$ cat src/design/ggcc_pkg.sv
`timescale 1ns / 1ps
package ggcc_pkg;

	// angle format
	localparam int SUBSECOND_BITS  = 11;
	localparam int SUB_FIELD_W     = 11;
	localparam int SUB_FIELD_SHIFT = SUB_FIELD_W - SUBSECOND_BITS;
	localparam int DEG_W           = 8;
	localparam int MIN_W           = 6;
	localparam int SEC_W           = 6;
	localparam int SEC_TOT_W       = 20;
	localparam int REM_W           = 12;
	localparam int MAG_W           = SEC_TOT_W + SUBSECOND_BITS;

	localparam int unsigned SEC_PER_MIN = 60;
	localparam int unsigned SEC_PER_DEG = 3600;
	localparam int unsigned SUB_PER_SEC = 1 << SUBSECOND_BITS;
	localparam int unsigned SUB_PER_MIN = SEC_PER_MIN * SUB_PER_SEC;
	localparam int unsigned SUB_PER_DEG = SEC_PER_DEG * SUB_PER_SEC;
	localparam int unsigned MAX_MAG     = 256 * SUB_PER_DEG - 1;

	// reciprocals for constant division, exact over the operand range
	localparam int DEG_RECIP_SHIFT = 32;
	localparam int DEG_RECIP_W     = 21;
	localparam longint unsigned DEG_RECIP =
		((64'd1 << DEG_RECIP_SHIFT) + SEC_PER_DEG - 1) / SEC_PER_DEG;
	localparam int DEG_PROD_W      = SEC_TOT_W + DEG_RECIP_W;

	localparam int MIN_RECIP_SHIFT = 18;
	localparam int MIN_RECIP_W     = 13;
	localparam longint unsigned MIN_RECIP =
		((64'd1 << MIN_RECIP_SHIFT) + SEC_PER_MIN - 1) / SEC_PER_MIN;
	localparam int MIN_PROD_W      = REM_W + MIN_RECIP_W;

	// request codes
	localparam logic REQ_ENCODE = 1'b0;
	localparam logic REQ_DECODE = 1'b1;

	localparam logic [5:0] PREC_RESET = 6'd32;

	// pipeline depth and per-stage load enables
	localparam int NSTAGE = 5;
	typedef logic [NSTAGE-1:0] stage_en_t;

	// place an axis code on the even bits
	function automatic logic [63:0] spread_bits(input logic [31:0] a);
		logic [63:0] r;
		r = '0;
		for (int i = 0; i < 32; i++) begin
			r[2*i] = a[i];
		end
		return r;
	endfunction

	// collect the even bits into an axis code
	function automatic logic [31:0] gather_bits(input logic [63:0] m);
		logic [31:0] r;
		for (int i = 0; i < 32; i++) begin
			r[i] = m[2*i];
		end
		return r;
	endfunction

	// keep the top prec bits, values above 32 keep all
	function automatic logic [31:0] prec_mask(input logic [5:0] prec);
		logic [31:0] m;
		for (int i = 0; i < 32; i++) begin
			m[i] = (int'(prec) + i >= 32);
		end
		return m;
	endfunction

endpackage

$ cat src/design/ggcc_enc_axis.sv
`timescale 1ns / 1ps
module ggcc_enc_axis (
	input  logic                  clk,
	input  ggcc_pkg::stage_en_t   en,
	input  logic signed [31:0]    angle,
	input  logic [5:0]            precision,
	output logic [31:0]           code
);
	import ggcc_pkg::*;

	logic [31:0]            abs_c;
	logic [MAG_W-1:0]       mag_c;
	logic [DEG_PROD_W-1:0]  deg_prod_c;
	logic [SEC_TOT_W-1:0]   deg_sec_c;
	logic [SEC_TOT_W-1:0]   rem_c;
	logic [MIN_PROD_W-1:0]  min_prod_c;
	logic [REM_W-1:0]       sec_c;
	logic [SUB_FIELD_W-1:0] sub_field_c;
	logic [31:0]            code_c;

	logic                      neg_s1, neg_s2, neg_s3, neg_s4;
	logic [SUBSECOND_BITS-1:0] sub_s1, sub_s2, sub_s3, sub_s4;
	logic [SEC_TOT_W-1:0]      sec_tot_s1, sec_tot_s2;
	logic [DEG_W-1:0]          deg_s2, deg_s3, deg_s4;
	logic [REM_W-1:0]          rem_s3, rem_s4;
	logic [MIN_W-1:0]          min_s4;
	logic [31:0]               code_s5;

	// stage 1: magnitude with saturation
	always_comb begin
		abs_c = angle[31] ? (32'd0 - $unsigned(angle)) : $unsigned(angle);
		mag_c = (abs_c > MAX_MAG) ? MAG_W'(MAX_MAG) : abs_c[MAG_W-1:0];
	end

	always_ff @(posedge clk) begin
		if (en[0]) begin
			neg_s1     <= angle[31];
			sec_tot_s1 <= mag_c[MAG_W-1:SUBSECOND_BITS];
			sub_s1     <= mag_c[SUBSECOND_BITS-1:0];
		end
	end

	// stage 2: degrees by reciprocal multiply
	assign deg_prod_c = DEG_PROD_W'(sec_tot_s1) * DEG_PROD_W'(DEG_RECIP);

	always_ff @(posedge clk) begin
		if (en[1]) begin
			neg_s2     <= neg_s1;
			sub_s2     <= sub_s1;
			sec_tot_s2 <= sec_tot_s1;
			deg_s2     <= deg_prod_c[DEG_RECIP_SHIFT +: DEG_W];
		end
	end

	// stage 3: seconds left within the degree
	always_comb begin
		deg_sec_c = SEC_TOT_W'(deg_s2) * SEC_TOT_W'(SEC_PER_DEG);
		rem_c     = sec_tot_s2 - deg_sec_c;
	end

	always_ff @(posedge clk) begin
		if (en[2]) begin
			neg_s3 <= neg_s2;
			sub_s3 <= sub_s2;
			deg_s3 <= deg_s2;
			rem_s3 <= rem_c[REM_W-1:0];
		end
	end

	// stage 4: minutes by reciprocal multiply
	assign min_prod_c = MIN_PROD_W'(rem_s3) * MIN_PROD_W'(MIN_RECIP);

	always_ff @(posedge clk) begin
		if (en[3]) begin
			neg_s4 <= neg_s3;
			sub_s4 <= sub_s3;
			deg_s4 <= deg_s3;
			rem_s4 <= rem_s3;
			min_s4 <= min_prod_c[MIN_RECIP_SHIFT +: MIN_W];
		end
	end

	// stage 5: seconds, pack fields and apply precision
	always_comb begin
		sec_c       = rem_s4 - REM_W'(min_s4) * REM_W'(SEC_PER_MIN);
		sub_field_c = SUB_FIELD_W'(sub_s4) << SUB_FIELD_SHIFT;
		code_c      = {neg_s4, deg_s4, min_s4, sec_c[SEC_W-1:0], sub_field_c};
	end

	always_ff @(posedge clk) begin
		if (en[4]) begin
			code_s5 <= code_c & prec_mask(precision);
		end
	end

	assign code = code_s5;

endmodule

$ cat src/design/ggcc_dec_axis.sv
`timescale 1ns / 1ps
module ggcc_dec_axis (
	input  logic                 clk,
	input  ggcc_pkg::stage_en_t  en,
	input  logic [31:0]          code,
	output logic signed [31:0]   angle
);
	import ggcc_pkg::*;

	logic [MAG_W:0]            sum_c;

	logic                      neg_s1, neg_s2, neg_s3;
	logic [DEG_W-1:0]          deg_s1;
	logic [MIN_W-1:0]          min_s1;
	logic [SEC_W-1:0]          sec_s1;
	logic [SUBSECOND_BITS-1:0] sub_s1;
	logic [MAG_W-1:0]          pd_s2, pm_s2, ps_s2;
	logic [MAG_W-1:0]          mag_s3;
	logic [31:0]               ang_s4, ang_s5;

	// stage 1: split fields
	always_ff @(posedge clk) begin
		if (en[0]) begin
			neg_s1 <= code[31];
			deg_s1 <= code[30:23];
			min_s1 <= code[22:17];
			sec_s1 <= code[16:11];
			sub_s1 <= code[SUB_FIELD_W-1 -: SUBSECOND_BITS];
		end
	end

	// stage 2: scale each field to sub-second units
	always_ff @(posedge clk) begin
		if (en[1]) begin
			neg_s2 <= neg_s1;
			pd_s2  <= MAG_W'(deg_s1) * MAG_W'(SUB_PER_DEG);
			pm_s2  <= MAG_W'(min_s1) * MAG_W'(SUB_PER_MIN);
			ps_s2  <= MAG_W'({sec_s1, sub_s1});
		end
	end

	// stage 3: sum and saturate
	assign sum_c = (MAG_W+1)'(pd_s2) + (MAG_W+1)'(pm_s2) + (MAG_W+1)'(ps_s2);

	always_ff @(posedge clk) begin
		if (en[2]) begin
			neg_s3 <= neg_s2;
			mag_s3 <= (sum_c > MAX_MAG) ? MAG_W'(MAX_MAG) : sum_c[MAG_W-1:0];
		end
	end

	// stage 4: apply sign
	always_ff @(posedge clk) begin
		if (en[3]) begin
			ang_s4 <= neg_s3 ? (32'd0 - 32'(mag_s3)) : 32'(mag_s3);
		end
	end

	// stage 5: align with the encode path
	always_ff @(posedge clk) begin
		if (en[4]) begin
			ang_s5 <= ang_s4;
		end
	end

	assign angle = $signed(ang_s5);

endmodule

$ cat src/design/geo_grid_code_convert.sv
`timescale 1ns / 1ps
// one transaction per cycle sustained while out_ready stays high
// the five register stages follow the encode chain of two constant reciprocal multiplies
// each stage loads when empty or when the next one moves, so bubbles close up under stall
// reset: arst_n clears all stage valid bits and sets precision to 32
// payload registers are not reset
module geo_grid_code_convert (
	input  logic                clk,
	input  logic                arst_n,
	input  logic                in_valid,
	output logic                in_ready,
	input  logic                req_type,
	input  logic signed [31:0]  lon_angle,
	input  logic signed [31:0]  lat_angle,
	input  logic [63:0]         grid_code_in,
	output logic                out_valid,
	input  logic                out_ready,
	output logic [63:0]         grid_code_out,
	output logic signed [31:0]  lon_angle_out,
	output logic signed [31:0]  lat_angle_out,
	input  logic                cfg_valid,
	output logic                cfg_ready,
	input  logic [5:0]          cfg_data
);
	import ggcc_pkg::*;

	stage_en_t          en;
	logic [NSTAGE-1:0]  vld_s;
	logic [NSTAGE-1:0]  vld_in;
	logic [NSTAGE-1:0]  req_s;
	logic [NSTAGE-1:0]  req_in;
	logic [5:0]         precision_q;
	logic [31:0]        lon_code_c, lat_code_c;
	logic [31:0]        lon_enc, lat_enc;
	logic signed [31:0] lon_dec, lat_dec;
	logic               req_last;

	// configuration register
	assign cfg_ready = 1'b1;

	always_ff @(posedge clk or negedge arst_n) begin
		if (!arst_n) begin
			precision_q <= PREC_RESET;
		end else if (cfg_valid) begin
			precision_q <= cfg_data;
		end
	end

	// per-stage ready chain from the output back
	always_comb begin
		logic nxt;
		nxt = out_ready;
		for (int k = NSTAGE - 1; k >= 0; k--) begin
			en[k] = !vld_s[k] || nxt;
			nxt   = en[k];
		end
	end

	assign in_ready  = en[0];
	assign out_valid = vld_s[NSTAGE-1];
	assign vld_in    = {vld_s[NSTAGE-2:0], in_valid};
	assign req_in    = {req_s[NSTAGE-2:0], req_type};

	// stage valid bits
	always_ff @(posedge clk or negedge arst_n) begin
		if (!arst_n) begin
			vld_s <= '0;
		end else begin
			for (int k = 0; k < NSTAGE; k++) begin
				if (en[k]) begin
					vld_s[k] <= vld_in[k];
				end
			end
		end
	end

	// request type travels with the data
	always_ff @(posedge clk) begin
		for (int k = 0; k < NSTAGE; k++) begin
			if (en[k]) begin
				req_s[k] <= req_in[k];
			end
		end
	end

	// de-interleave the incoming grid code
	assign lon_code_c = gather_bits(grid_code_in);
	assign lat_code_c = gather_bits(grid_code_in >> 1);

	ggcc_enc_axis u_enc_lon (
		.clk       (clk),
		.en        (en),
		.angle     (lon_angle),
		.precision (precision_q),
		.code      (lon_enc)
	);

	ggcc_enc_axis u_enc_lat (
		.clk       (clk),
		.en        (en),
		.angle     (lat_angle),
		.precision (precision_q),
		.code      (lat_enc)
	);

	ggcc_dec_axis u_dec_lon (
		.clk   (clk),
		.en    (en),
		.code  (lon_code_c),
		.angle (lon_dec)
	);

	ggcc_dec_axis u_dec_lat (
		.clk   (clk),
		.en    (en),
		.code  (lat_code_c),
		.angle (lat_dec)
	);

	// result select and interleave
	assign req_last      = req_s[NSTAGE-1];
	assign grid_code_out = (req_last == REQ_ENCODE) ?
		(spread_bits(lon_enc) | (spread_bits(lat_enc) << 1)) : 64'd0;
	assign lon_angle_out = (req_last == REQ_DECODE) ? lon_dec : 32'sd0;
	assign lat_angle_out = (req_last == REQ_DECODE) ? lat_dec : 32'sd0;

`ifndef SYNTHESIS
	// any empty stage or a taken result lets a new transaction in
	assert property (@(posedge clk) disable iff (!arst_n)
		(!(&vld_s) || out_ready) |-> in_ready)
		else $error("input stalled while the pipeline has room");

	// an accepted transaction occupies the first stage
	assert property (@(posedge clk) disable iff (!arst_n)
		(in_valid && in_ready) |=> vld_s[0])
		else $error("accepted transaction lost at stage 1");

	// decoded angles stay within the encodable range
	assert property (@(posedge clk) disable iff (!arst_n)
		(out_valid && req_last == REQ_DECODE) |->
		(int'(lon_angle_out) <= int'(MAX_MAG)) && (int'(lon_angle_out) >= -int'(MAX_MAG)) &&
		(int'(lat_angle_out) <= int'(MAX_MAG)) && (int'(lat_angle_out) >= -int'(MAX_MAG)))
		else $error("decoded angle out of range");

	// a configuration write lands in the precision register
	assert property (@(posedge clk) disable iff (!arst_n)
		cfg_valid |=> precision_q == $past(cfg_data))
		else $error("precision write not taken");
`endif

endmodule

$ cat config.mk
export PLATFORM = sky130hd
export DESIGN_NAME = geo_grid_code_convert
export DESIGN_NICKNAME = d
export VERILOG_FILES = /design/src/design/ggcc_pkg.sv /design/src/design/ggcc_enc_axis.sv /design/src/design/ggcc_dec_axis.sv /design/src/design/geo_grid_code_convert.sv
export SDC_FILE = /design/constraint.sdc
export NUM_CORES = 2
export LEC_CHECK = 0
export ABC_AREA = 1
export ABC_CLOCK_PERIOD_IN_PS = 14500
export BUFFER_PORTS_ARGS = -buffer_cell sky130_fd_sc_hd__buf_2
export CAP_MARGIN = 25
export CORE_UTILIZATION = 30
export DETAILED_ROUTE_END_ITERATION = 10
export PLACE_DENSITY = 0.58
export SLEW_MARGIN = 20
export SYNTH_ARGS = -nofsm -noshare
export SYNTH_HDL_FRONTEND = slang
export SYNTH_SLANG_ARGS = --single-unit
$ cat constraint.sdc
create_clock -name clk -period 14.5 [get_ports clk]
set_clock_uncertainty 0.2 [all_clocks]
set_input_delay 1.45 -clock clk [delete_from_list [all_inputs] [get_ports clk]]
set_output_delay 1.45 -clock clk [all_outputs]
set_load 0.005 [all_outputs]
==> impl_metrics.yaml <==
setup_path:
  required_ns: 12.85
  worstPathMaxFanout: 84
  end_kind: "primary output"
  arrival_ns: 4.60
  cp-start-kind: "primary input"
  path_class: "in -> out"
  r2r_slack_ns: 8.46
synthesis:
  synth_xor_area_share_pct: 3.529
  synth.top_cell.area_share_pct: 39.87
  synthDistinctLibCells: 64
  yosys.area_share.simple_pct: 12.99
  ys_top_cells_by_area: "edfxtp_1 40%, ha_1 18%, fa_1 12%"
  synth_ff_type: "edfxtp_1"
  synth.area.mux_share_pct: 0
  synth_seq_cells: 680
  synth_fa_ha_area_share_pct: 30.01
  syn_area_per_cell_um2: 10.30
  yosysWarnings: 0
  yosysTopAreaCell: "edfxtp_1"
  ys_async_sr_fraction_pct: 1.618
  synth_compound_area_share_pct: 4.691
  syn_nets: 6058
  yosysSeqAreaShare_pct: 40.42
  synth-edff-count: 669
  synth_top_family_by_area: "adder cells"
  syn-cell-area_um2: 50390
  synthCells: 4892
global_route:
  grt_pass1_vias: 33650
  gr-usage-all-layers_pct: 14.35
  antenna_found_initial: 12
  grt_pass1_wl_mm: 189.0
  grt.overflow.total: 0
  grt_start_max_net_pins: 91
floorplan:
  rows: 150
  die_area_um2: 169600
  io_pins: 271
  die_y_um: 411.8
  die_width_um: 411.8
  initial_core_util_pct: 30.17
  core-area_um2: 167000
clock_network:
  clk_latency_ns: 0.68
  hold_buffers: 0
  clk_pin_slew_ns: 0.06
  clock-root-buffer: "clkbuf_16"
  clockBufferDepth: 3
  cts_setup_buffers: 0
  cts_max_level: 3
  cts_tree: "done"
  cts_resized: 0
  cts_sinks: 680
  cts_made_buffers: 77
worst_hold_path:
  worstHoldPathType: "reg -> reg"
final_layout:
  area_growth_syn_to_layout_pct: 13.13
  num-nets-final: 6365
  drive_above_1_share_pct: 9.445
detailed_routing:
  wl_mm: 121.6
  via_per_inst: 4.475
  drc: 0
  wl_per_cell_um: 16.28
  drtIter0Drc: 2208
  dr.pass1.iters: 6
  vias: 33420
  ant_nets: 0
placed_design:
  gp_congestion: 0.8931
  dp_hpwl_mm: 98.67
  port_buffers: 269
outcome:
  outcome: "finished clean"
sta:
  worst_slew_pin_slew_ns: 1.023
  timing.fmax_mhz: 159.9
  setup_viol_count_final: 0
  finalHoldViolCount: 0
  min_period_ns: 6.253
  finalCritPeriodShare_pct: 43.12
  whs_ns: 0.1859
  slew_headroom_pct: 31.66
  slew_viol_final: 0
  rsz0062_at_grt: "false"
  fin_setup_tns_ns: 0
run:
  maxCapViolCount: 0
[Yosys cell counts, types with 3 or more instances]
library cell / number
nand2_1: 655
a21boi_0: 8
dfrtp_1: 10
nor3_1: 31
and3_1: 3
buf_8: 4
o21a_1: 11
edfxtp_1: 669
o21ai_1: 4
inv_1: 1024
inv_2: 3
a21o_1: 20
buf_2: 11
a31oi_1: 23
xnor2_1: 64
buf_6: 4
nand3b_1: 44
xor2_1: 139
o21bai_1: 18
a211oi_1: 8
nand3_1: 169
ha_1: 722
nand4_1: 39
nand2_2: 7
nor4_1: 18
or2_2: 6
nor2_1: 429
buf_4: 4
nand3_2: 43
fa_1: 304
o31ai_1: 6
o211ai_1: 5
clkbuf_1: 29
a21oi_1: 164
nor2_2: 18
o21ai_0: 137
[area by class of cell]
cell class	instances	area (um^2)
fill	16900	110000
multi-input combinational	3127	25820
sequential	680	20370
inverter	1029	3882
tap	2204	2758
clock buffer	92	2013
timing repair buffer	284	1466
clock inverter	50	686.9
antenna	2	5.005
[routing by layer]
metal  track usage [%]  vias to the layer above  share of wire (%)
met2             21.92                      800                 43
met4             2.878                        2                1.5
met3             2.280                      128                5.7
met5                 0                        -             0.0099
met1             21.27                    15870                 50
li1                  -                    16620                  -
[worst max-delay path: stages]
cell and delay [ns]:
buf_2 0.08, nor2_1 0.07, inv_6 0.53, nor2_1 0.20, inv_6 0.56, nor2_1 0.19
inv_6 0.51, nor2_1 0.27, nand2_4 0.44, buf_2 0.21
[registers in the layout, summed over array words and instances (netlist names), 20 cells and up]
signal and cells:
u_dec_lat.angle 32, u_enc_lat.sec_tot_s1 20, u_dec_lat.ang_s4 32, u_dec_lat.mag_s3 31
u_dec_lon.ang_s4 32, u_enc_lon.code 32, u_dec_lon.mag_s3 31, u_dec_lon.angle 32
u_enc_lon.sec_tot_s1 20, u_enc_lat.code 32
[path summary, 6_finish.rpt]
| path | from | end | cells past startpoint |
|---|---|---|---|
| hold / removal | u_enc_lat.deg_s3[2] | u_enc_lat.deg_s4[2] | 0 |
| setup / recovery | out_ready | in_ready | 10 |
| min in group asynchronous | arst_n | vld_s[3] | 1 |
| setup reg to reg | u_enc_lon.sec_tot_s1[11] | u_enc_lon.deg_s2[4] | 19 |
| hold reg to reg | u_enc_lat.deg_s3[2] | u_enc_lat.deg_s4[2] | 0 |
| max in group asynchronous | arst_n | precision_q[1] | 1 |
[through the flow]
| step | setup slack, ns | instance area [um^2] | util, % | instances |
|---|---|---|---|---|
| after global placement | 8.174 | 54280 | 32.49 | 7323 |
| after global routing | 7.880 | 57000 | 34.12 | 7466 |
| after CTS | 8.122 | 56990 | 34.12 | 7466 |
| after detailed placement | 8.133 | 54290 | 32.50 | 7324 |
| final | 8.247 | 57000 | 34.13 | 7468 |
| after floorplan | 0.3647 | 50390 | - | 4892 |
[kinds of logic after synthesis]
logic type / Yosys count
adder cells (fa/ha/maj): 1026
AND/OR/NAND/NOR: 1478
buffers and inverters: 1085
other: 1
XOR/XNOR: 203
AO/OA/AOI/OAI: 419
flip-flops: 680
[placed cells by master, fill, tap and decap left out, types with 139 or more instances in the layout]
master,count
ha_1,722
nand3_1,168
nand2_1,654
a21oi_1,164
buf_2,269
inv_1,1020
nor2_1,429
fa_1,304
edfxtp_1,669
xor2_1,139
Power is not shown: default switching activity piles up to over one toggle a cycle in this logic, so the estimate is an artifact.
